**src/hw/rtl/arpc_pkg.sv**
```systemverilog
`default_nettype none

package arpc_pkg;

  // Table geometry.
  localparam int ENTRIES = 64;
  localparam int IDX_W   = (ENTRIES > 1) ? $clog2(ENTRIES) : 1;

  // Field widths.
  localparam int OP_W   = 2;
  localparam int IP_W   = 32;
  localparam int MAC_W  = 48;
  localparam int TIME_W = 32;
  localparam int TMO_W  = 12;
  localparam int CNT_W  = 7;

  localparam logic [TMO_W-1:0] TMO_RESET = TMO_W'(15);
  localparam logic [CNT_W-1:0] CNT_MAX   = {CNT_W{1'b1}};

  // Request opcodes.
  typedef enum logic [OP_W-1:0] {
    OP_LOOKUP = 2'd0,
    OP_INSERT = 2'd1,
    OP_TICK   = 2'd2,
    OP_RSVD   = 2'd3
  } op_t;

  // Controller to datapath.
  typedef struct packed {
    logic start;     // latch the accepted request and restart the scan
    logic issue;     // read the entry at the scan index and advance it
    logic load_out;  // move the finished result into the output register
  } ctrl_cmd_t;

  // Datapath to controller.
  typedef struct packed {
    logic scan_last;  // scan index points at the last entry
    logic out_free;   // output register is empty or being drained
  } dp_sts_t;

endpackage

`default_nettype wire

```
**src/hw/rtl/arpc_ctrl.sv**
```systemverilog
`default_nettype none

module arpc_ctrl (
  input  wire logic               clk,
  input  wire logic               rst_n,
  input  wire logic               in_tvalid,
  output logic                    in_tready,
  input  wire arpc_pkg::dp_sts_t  sts,
  output arpc_pkg::ctrl_cmd_t     cmd
);
  import arpc_pkg::*;

  typedef enum logic [1:0] {
    S_IDLE,
    S_SCAN,
    S_DRAIN,
    S_FINISH
  } state_t;

  state_t state_r;
  state_t state_nxt;

  always_comb begin
    state_nxt = state_r;
    unique case (state_r)
      S_IDLE: begin
        if (in_tvalid) begin
          state_nxt = S_SCAN;
        end
      end
      S_SCAN: begin
        if (sts.scan_last) begin
          state_nxt = S_DRAIN;
        end
      end
      S_DRAIN: begin
        state_nxt = S_FINISH;
      end
      S_FINISH: begin
        if (sts.out_free) begin
          state_nxt = S_IDLE;
        end
      end
      default: begin
        state_nxt = S_IDLE;
      end
    endcase
  end

  always_ff @(posedge clk) begin
    if (!rst_n) begin
      state_r <= S_IDLE;
    end else begin
      state_r <= state_nxt;
    end
  end

  assign in_tready    = (state_r == S_IDLE);
  assign cmd.start    = in_tvalid && in_tready;
  assign cmd.issue    = (state_r == S_SCAN);
  assign cmd.load_out = (state_r == S_FINISH) && sts.out_free;

  // The scan always ends on the last entry before draining.
  a_scan_to_drain: assert property (@(posedge clk) disable iff (!rst_n)
    (state_r == S_DRAIN) |-> ($past(state_r) == S_SCAN) && $past(sts.scan_last))
    else $error("drain entered without finishing the scan");

  // A new request is never taken while a scan is in flight.
  a_no_start_busy: assert property (@(posedge clk) disable iff (!rst_n)
    cmd.issue |-> !cmd.start)
    else $error("request accepted during a scan");

endmodule

`default_nettype wire

```
**config.mk**
```make
export PLATFORM = sky130hd
export DESIGN_NAME = arpc_ctrl
export DESIGN_NICKNAME = d
export VERILOG_FILES = /design/src/hw/rtl/arpc_pkg.sv /design/src/hw/rtl/arpc_ctrl.sv
export SDC_FILE = /design/constraint.sdc
export NUM_CORES = 1
export LEC_CHECK = 0
export ABC_AREA = 0
export BUFFER_PORTS_ARGS = -buffer_cell sky130_fd_sc_hd__buf_4
export CAP_MARGIN = 20
export CORE_AREA = 5 5 42 44
export DETAILED_ROUTE_END_ITERATION = 6
export DIE_AREA = 0 0 47 49
export PLACE_DENSITY = 0.31
export RECOVER_POWER = 25
export SLEW_MARGIN = 25
export SYNTH_ARGS = -nofsm -noshare
export SYNTH_HDL_FRONTEND = slang
export SYNTH_SLANG_ARGS = --single-unit
```
**constraint.sdc**
```tcl
create_clock -name clk -period 1.3 [get_ports clk]
set_input_delay 0.065 -clock clk [delete_from_list [all_inputs] [get_ports clk]]
set_output_delay 0.065 -clock clk [all_outputs]
set_load 0.05 [all_outputs]
```
==> results.py, run 1 <==
metrics = {
    "status": {
        "status": "finished, violations left",
        "failing_checks": "negative setup slack",
    },
    "grt": {
        "overflow": 0,
        "grt_pass1_wl_um": 690,
        "pin_count_of_the_biggest_net_entering_global_routing": 5,
        "antenna_found_initial": 0,
        "globalRouteTotalUtil": 0.0429,
        "grt_pass1_vias": 179,
    },
    "final_layout": {
        "reg.largest.list": "state_r (2)",
        "max_flop_register": "state_r",
        "num_antenna_cells": 0,
        "finish.net_count": 46,
        "largest_register_ff_count": 2,
        "final_cell_count_without_fillers": 51,
        "area_growth_syn_to_layout_pct": 110,
        "drive_above_1_share": 0.657,
    },
    "min_path": {
        "holdCritPathClass": "input port to flip-flop",
    },
    "timing": {
        "final_worst_path_setup_slack_ns": -0.0174,
        "fmax_ghz": 0.759,
        "final_clock_skew_ns": 0.000814,
        "timing_max_transition_violations_final": 0,
        "post-route-min-period_ns": 1.32,
        "min_period_over_period": 1.01,
        "hold_viol": 0,
        "grt_setup_unrepaired": "true",
        "max_slew_margin": 0.802,
        "worst_tran_pin_value_ns": 0.297,
        "finalSetupViolCount": 2,
        "totalNegativeSetupSlack_ns": -0.0234,
    },
    "synth": {
        "post-synth-top-area-fraction": 0.299,
        "yosys.area_share.xor_xnor": 0,
        "synth_seq_cells": 2,
        "synth_sequential_area_ratio": 0.239,
        "postSynth.topFlopCell": "sky130_fd_sc_hd__dfxtp_1",
        "synthMostInstantiatedCell": "sky130_fd_sc_hd__inv_1",
        "synth_top_family_by_area": "adder cells",
        "async_flop_share": 0,
        "cell_taking_the_most_area_after_synthesis": "sky130_fd_sc_hd__ha_1",
        "netlist_area_um2": 168,
        "fraction_of_the_mapped_netlist_area_in_simple_logic_gates": 0.142,
        "mux_cell_area_share_after_synthesis": 0.119,
        "synth.top_cells.by_area": "sky130_fd_sc_hd__ha_1 (30%), sky130_fd_sc_hd__dfxtp_1 (24%), sky130_fd_sc_hd__mux2i_1 (12%), sky130_fd_sc_hd__inv_1 (11%), sky130_fd_sc_hd__and2_1 (7.5%)",
        "syn_avg_cell_area_um2": 8.38,
        "synth-compound-area-share": 0.0896,
        "post_synthesis_net_count": 29,
        "synth-edff-count": 0,
        "synthAdderAreaFrac": 0.299,
        "synth.yosys.warnings": 0,
        "netlist_instances": 20,
        "yosysUniqueCellTypes": 8,
        "synth_top_cells_by_count": "sky130_fd_sc_hd__inv_1 (5), sky130_fd_sc_hd__ha_1 (4), sky130_fd_sc_hd__nand2_1 (3)",
    },
    "worst_setup_path": {
        "critPathRequiredTime_ns": 1.44,
        "crit_chain": "inv_4 > ha_4 > a222oi_1 > buf_4 > mux2i_1",
        "critical_path.max_stage_delay_ns": 0.36,
        "timing.critical_path.from_type": "flip-flop",
        "cell_class_contributing_the_biggest_share_of_worst_path_delay": "flip-flops",
        "cp_num_buf_inv": 2,
        "critPathArrivalTime_ns": 1.46,
        "crit_type": "flip-flop to flip-flop",
        "endpoint_kind": "flip-flop",
        "worstPathMaxFanout": 4,
        "crit_path_top_delay_cell": "sky130_fd_sc_hd__dfxtp_4",
    },
    "power": {
        "power-per-cell-area_nw_per_um2": 2610,
        "ir_drop_uv": 793,
        "p_leak_uw": 0.000174,
    },
    "floorplan": {
        "die-area_um2": 2300,
        "die_h_um": 49,
        "num_rows": 14,
        "ioPinCount": 9,
        "core_area_um2": 1400,
        "die_width_um": 47,
        "starting_density": 0.120,
    },
    "cts": {
        "clk-insertion-delay-late_ns": 0.22,
        "max-clock-path-buffers": 2,
        "cts.reportedPaths.clkPinSlew_ns": 0.03,
        "tritoncts.num_buffers": 3,
        "cts-htree-levels": 1,
        "cts_num_sinks": 2,
        "cts_tree": "built",
        "hold_buffers": 0,
        "clk_root_buffer_cell": "sky130_fd_sc_hd__clkbuf_4",
    },
    "placed_design": {
        "dp_cell_count": 46,
        "place.detailed.hpwl_um": 345,
        "gp_congestion": 0.728,
        "place.port_buffers": 8,
    },
    "routing": {
        "routed-via-count": 178,
        "drt-wirelength-per-cell_um": 8.31,
        "drcViolationCount": 0,
        "dr.pass1.iters": 4,
        "ant_nets": 0,
        "vias_per_cell": 3.49,
        "final_wirelength_um": 424,
        "drt-initial-drc-count": 5,
    },
    "flow_run": {
        "maxCapViolations": 0,
    },
}
==> final timing paths <==
| kind | slack, ns | end | start | depth (start not counted) |
|---|---|---|---|---|
| worst min register to register | 0.51 | state_r[1]$_SDFFE_PN0P_ | state_r[1]$_SDFFE_PN0P_ | 2 |
| worst max-delay path | -0.02 | state_r[0]$_SDFFE_PN0P_ | state_r[1]$_SDFFE_PN0P_ | 5 |
| worst min-delay path | 0.12 | state_r[1]$_SDFFE_PN0P_ | rst_n | 3 |
| worst max register to register | -0.02 | state_r[0]$_SDFFE_PN0P_ | state_r[1]$_SDFFE_PN0P_ | 5 |
==> final cells by class <==
type,count,area (um^2)
Clock buffer,3,22.5
Multi-Input combinational cell,13,139
Fill cell,167,1050
Tap cell,16,20.0
Inverter,5,23.8
Timing Repair Buffer,12,98.8
Sequential cell,2,47.5
==> cells in the final DEF, fill, tap and decap left out <==
| cell type | instances |
|---|---|
| sky130_fd_sc_hd__nand2_1 | 3 |
| sky130_fd_sc_hd__buf_2 | 1 |
| sky130_fd_sc_hd__inv_1 | 3 |
| sky130_fd_sc_hd__buf_4 | 9 |
| sky130_fd_sc_hd__clkbuf_4 | 3 |
| sky130_fd_sc_hd__dfxtp_4 | 2 |
| sky130_fd_sc_hd__o21ai_0 | 1 |
| sky130_fd_sc_hd__buf_8 | 1 |
| sky130_fd_sc_hd__a222oi_1 | 1 |
| sky130_fd_sc_hd__and2_1 | 1 |
| sky130_fd_sc_hd__buf_6 | 1 |
| sky130_fd_sc_hd__and2_4 | 1 |
| sky130_fd_sc_hd__ha_1 | 1 |
| sky130_fd_sc_hd__mux2i_1 | 2 |
| sky130_fd_sc_hd__ha_4 | 2 |
| sky130_fd_sc_hd__ha_2 | 1 |
| sky130_fd_sc_hd__inv_4 | 2 |
==> metrics by stage <==
step | power, uW | util | worst slack, ns | hold WS, ns | area [um^2]
final | 918 | 0.251 | -0.0174 | 0.122 | 352
after global routing | 996 | 0.251 | -0.0882 | 0.130 | 352
after CTS | 877 | 0.237 | -0.0653 | 0.117 | 332
after detailed placement | 686 | 0.207 | -0.0549 | 0.351 | 290
after global placement | 686 | 0.207 | 0.00581 | 0.351 | 290
after floorplan | 556 | - | -0.0605 | 0.203 | 195
==> cell families (layout without fill, tap and decap cells) <==
group | after synthesis | count (layout)
simple gates | 5 | 5
buf+inv | 5 | 20
fa+ha+maj | 4 | 4
compound gates | 2 | 2
mux | 2 | 2
flops | 2 | 2
==> repair_timing <==
action / CTS / global route
pin swaps: 1 / 1
setup endpoints to repair: 3 / 3
buffers inserted: 1 / 1
gates resized for setup: 5 / 5
==> power breakdown <==
group | leakage (uW) | internal (uW) | switching [uW]
logic | 0.000142 | 289 | 336
clock network | 0.0000138 | 101 | 30.8
registers | 0.0000178 | 107 | 53.1
==> worst reg2reg max path, cell delays in order (launching register included) <==
cell                       delay (ns)
sky130_fd_sc_hd__dfxtp_4         0.36
sky130_fd_sc_hd__inv_4           0.05
sky130_fd_sc_hd__ha_4            0.15
sky130_fd_sc_hd__a222oi_1        0.32
sky130_fd_sc_hd__buf_4           0.19
sky130_fd_sc_hd__mux2i_1         0.17
==> layer usage <==
layer	up-vias	part of all wire	GRT usage
li1	95	-	-
met1	72	0.45	0.0592
met2	11	0.37	0.0430
met3	0	0.18	0.0332
met4	0	0	0.0276
met5	-	0	0
Note: power is estimated with default switching activity, not from simulation.
==> run 2, diff against run 1 <==
--- a/config.mk
+++ b/config.mk
@@ -17,3 +17,4 @@
 export SYNTH_ARGS = -nofsm -noshare
 export SYNTH_HDL_FRONTEND = slang
 export SYNTH_SLANG_ARGS = --single-unit
+export TNS_END_PERCENT = 5
==> results.py, run 2 (synthesis results as in run 1) <==
metrics = {
    "status": {
        "status": "finished, violations left",
        "failing_checks": "negative setup slack",
    },
    "worst_setup_path": {
        "critical_path.max_stage_delay_ns": 0.36,
        "reg2reg_slack_ns": -0.03,
        "cp_num_buf_inv": 2,
        "crit_path_top_delay_cell": "sky130_fd_sc_hd__dfxtp_4",
        "cell_class_contributing_the_biggest_share_of_worst_path_delay": "flip-flops",
        "timing.rr.start": "state_r[1]$_SDFFE_PN0P_",
        "critPathArrivalTime_ns": 1.46,
        "crit_type": "flip-flop to flip-flop",
        "crit_chain": "inv_4 > ha_4 > a222oi_1 > buf_4 > mux2i_1",
        "worst_r2r_path_depth": 5,
        "worstPathMaxFanout": 4,
        "endpoint_kind": "flip-flop",
        "timing.critical_path.from_type": "flip-flop",
        "timing.rr.end": "state_r[0]$_SDFFE_PN0P_",
        "critPathRequiredTime_ns": 1.44,
    },
    "routing": {
        "routed-via-count": 173,
        "met2RoutedLength_um": 146,
        "route.met3.wl_um": 77,
        "dr.pass1.iters": 4,
        "drt-initial-drc-count": 4,
        "ant_nets": 0,
        "drcViolationCount": 0,
        "highest_layer": "met3",
        "final_wirelength_um": 417,
        "vias_per_cell": 3.46,
        "drt-wirelength-per-cell_um": 8.34,
        "met1_length_um": 193,
    },
    "grt": {
        "overflow": 0,
        "antenna_found_initial": 0,
        "grt_pass1_wl_um": 690,
        "pin_count_of_the_biggest_net_entering_global_routing": 5,
        "globalRouteTotalUtil": 0.0429,
        "grt_pass1_vias": 178,
    },
    "floorplan": {
        "die_h_um": 49,
        "ioPinCount": 9,
        "die_width_um": 47,
        "die-area_um2": 2300,
        "num_rows": 14,
        "starting_density": 0.120,
        "core_area_um2": 1400,
    },
    "placed_design": {
        "gp_congestion": 0.728,
        "pre_cts_ws_ns": -0.0549,
        "place.detailed.hpwl_um": 345,
        "place.port_buffers": 8,
    },
    "power": {
        "share_clk_of_total_power": 0.155,
        "netSwitchingPower_uw": 405,
        "ir_drop_uv": 760,
        "power-per-cell-area_nw_per_um2": 2570,
        "p_leak_uw": 0.000164,
        "netSwitchingFraction": 0.476,
        "internal_power_contribution_uw": 447,
        "share_comb_of_total_power": 0.663,
        "design_power_total_uw": 852,
        "pwr-share-seq": 0.182,
    },
    "timing": {
        "grt_setup_unrepaired": "true",
        "final_worst_path_setup_slack_ns": -0.0250,
        "fmax_ghz": 0.755,
        "hold-worst-slack_ns": 0.122,
        "post-route-min-period_ns": 1.33,
        "min_period_over_period": 1.02,
        "finalSetupViolCount": 2,
        "final_clock_skew_ns": 0.00117,
        "worst_tran_pin_value_ns": 0.302,
        "timing_max_transition_violations_final": 0,
        "totalNegativeSetupSlack_ns": -0.0390,
        "max_slew_margin": 0.799,
        "hold_viol": 0,
    },
    "final_layout": {
        "max_flop_register": "state_r",
        "most-common-layout-cells": "sky130_fd_sc_hd__buf_4 (9), sky130_fd_sc_hd__nand2_1 (3), sky130_fd_sc_hd__inv_1 (3), sky130_fd_sc_hd__clkbuf_4 (3)",
        "area_growth_syn_to_layout_pct": 97.8,
        "drive_above_1_share": 0.618,
        "largest_register_ff_count": 2,
        "layout_commonest_cell": "sky130_fd_sc_hd__buf_4",
        "fin_util": 0.237,
        "reg.largest.list": "state_r (2)",
        "finish.net_count": 45,
        "num_antenna_cells": 0,
    },
    "cts": {
        "cts.reportedPaths.clkPinSlew_ns": 0.03,
        "cts_num_sinks": 2,
        "cts_tree": "built",
        "clk-insertion-delay-late_ns": 0.22,
        "clk_root_buffer_cell": "sky130_fd_sc_hd__clkbuf_4",
        "cts-htree-levels": 1,
        "tritoncts.num_buffers": 3,
        "max-clock-path-buffers": 2,
    },
    "min_path": {
        "hold_path.startpoint": "rst_n",
        "worst_hold_path_endpoint": "state_r[1]$_SDFFE_PN0P_",
        "hold_path_depth": 3,
        "holdCritPathClass": "input port to flip-flop",
    },
    "flow_run": {
        "maxCapViolations": 0,
    },
}
run 2: worst max-delay path by stage:
stage,endpoint,slack [ns],startpoint,cells past startpoint
floorplan,state_r[0]$_SDFFE_PN0P_,-0.06,state_r[1]$_SDFFE_PN0P_,4
global placement,state_r[0]$_SDFFE_PN0P_,0.006,state_r[0]$_SDFFE_PN0P_,5
detailed placement,state_r[0]$_SDFFE_PN0P_,-0.05,state_r[1]$_SDFFE_PN0P_,5
CTS,state_r[0]$_SDFFE_PN0P_,-0.07,state_r[1]$_SDFFE_PN0P_,5
global route,state_r[0]$_SDFFE_PN0P_,-0.09,state_r[1]$_SDFFE_PN0P_,5
finish,state_r[0]$_SDFFE_PN0P_,-0.03,state_r[1]$_SDFFE_PN0P_,5
run 2: power by group through the flow:
stage | sequential (uW) | combinational [uW] | clock, uW
global route | 160 | 615 | 154
floorplan | 128 | 428 | 0
finish | 155 | 565 | 132
CTS | 157 | 562 | 141
global placement | 140 | 545 | 0
detailed placement | 140 | 546 | 0
run 2: tightest hold or removal path, delay by kind of cell:
kind	cells	cell delay, ns
buf+inv	1	0.12
simple gates	1	0.06
mux	1	0.05
run 2: repair_timing:
| item | in CTS | in global routing |
|---|---|---|
| setup buffers | 0 | 1 |
| endpoints found under the setup margin | 3 | 3 |
| pin swaps | 1 | 2 |
| gates resized for setup | 5 | 1 |
| hold buffers | 0 | 0 |
| hold endpoints to repair | 0 | 0 |
run 2: per-layer routing:
metal	up-vias	GRT usage
li1	95	-
met1	67	0.0592
met2	11	0.0430
met3	0	0.0332
met4	0	0.0276
met5	-	0
run 2: area by class of cell:
class	count	area [um^2]
tap	16	20.0
multi-input combinational	13	136
clock buffer	3	22.5
inverter	5	21.3
fill	166	1070
timing repair buffer	11	83.8
sequential	2	47.5
run 2: through the flow:
stage | instances | area (um^2)
final | 50 | 332
after CTS | 49 | 324
after global routing | 50 | 332
after detailed placement | 46 | 290
after global placement | 46 | 290
after floorplan | 20 | 195
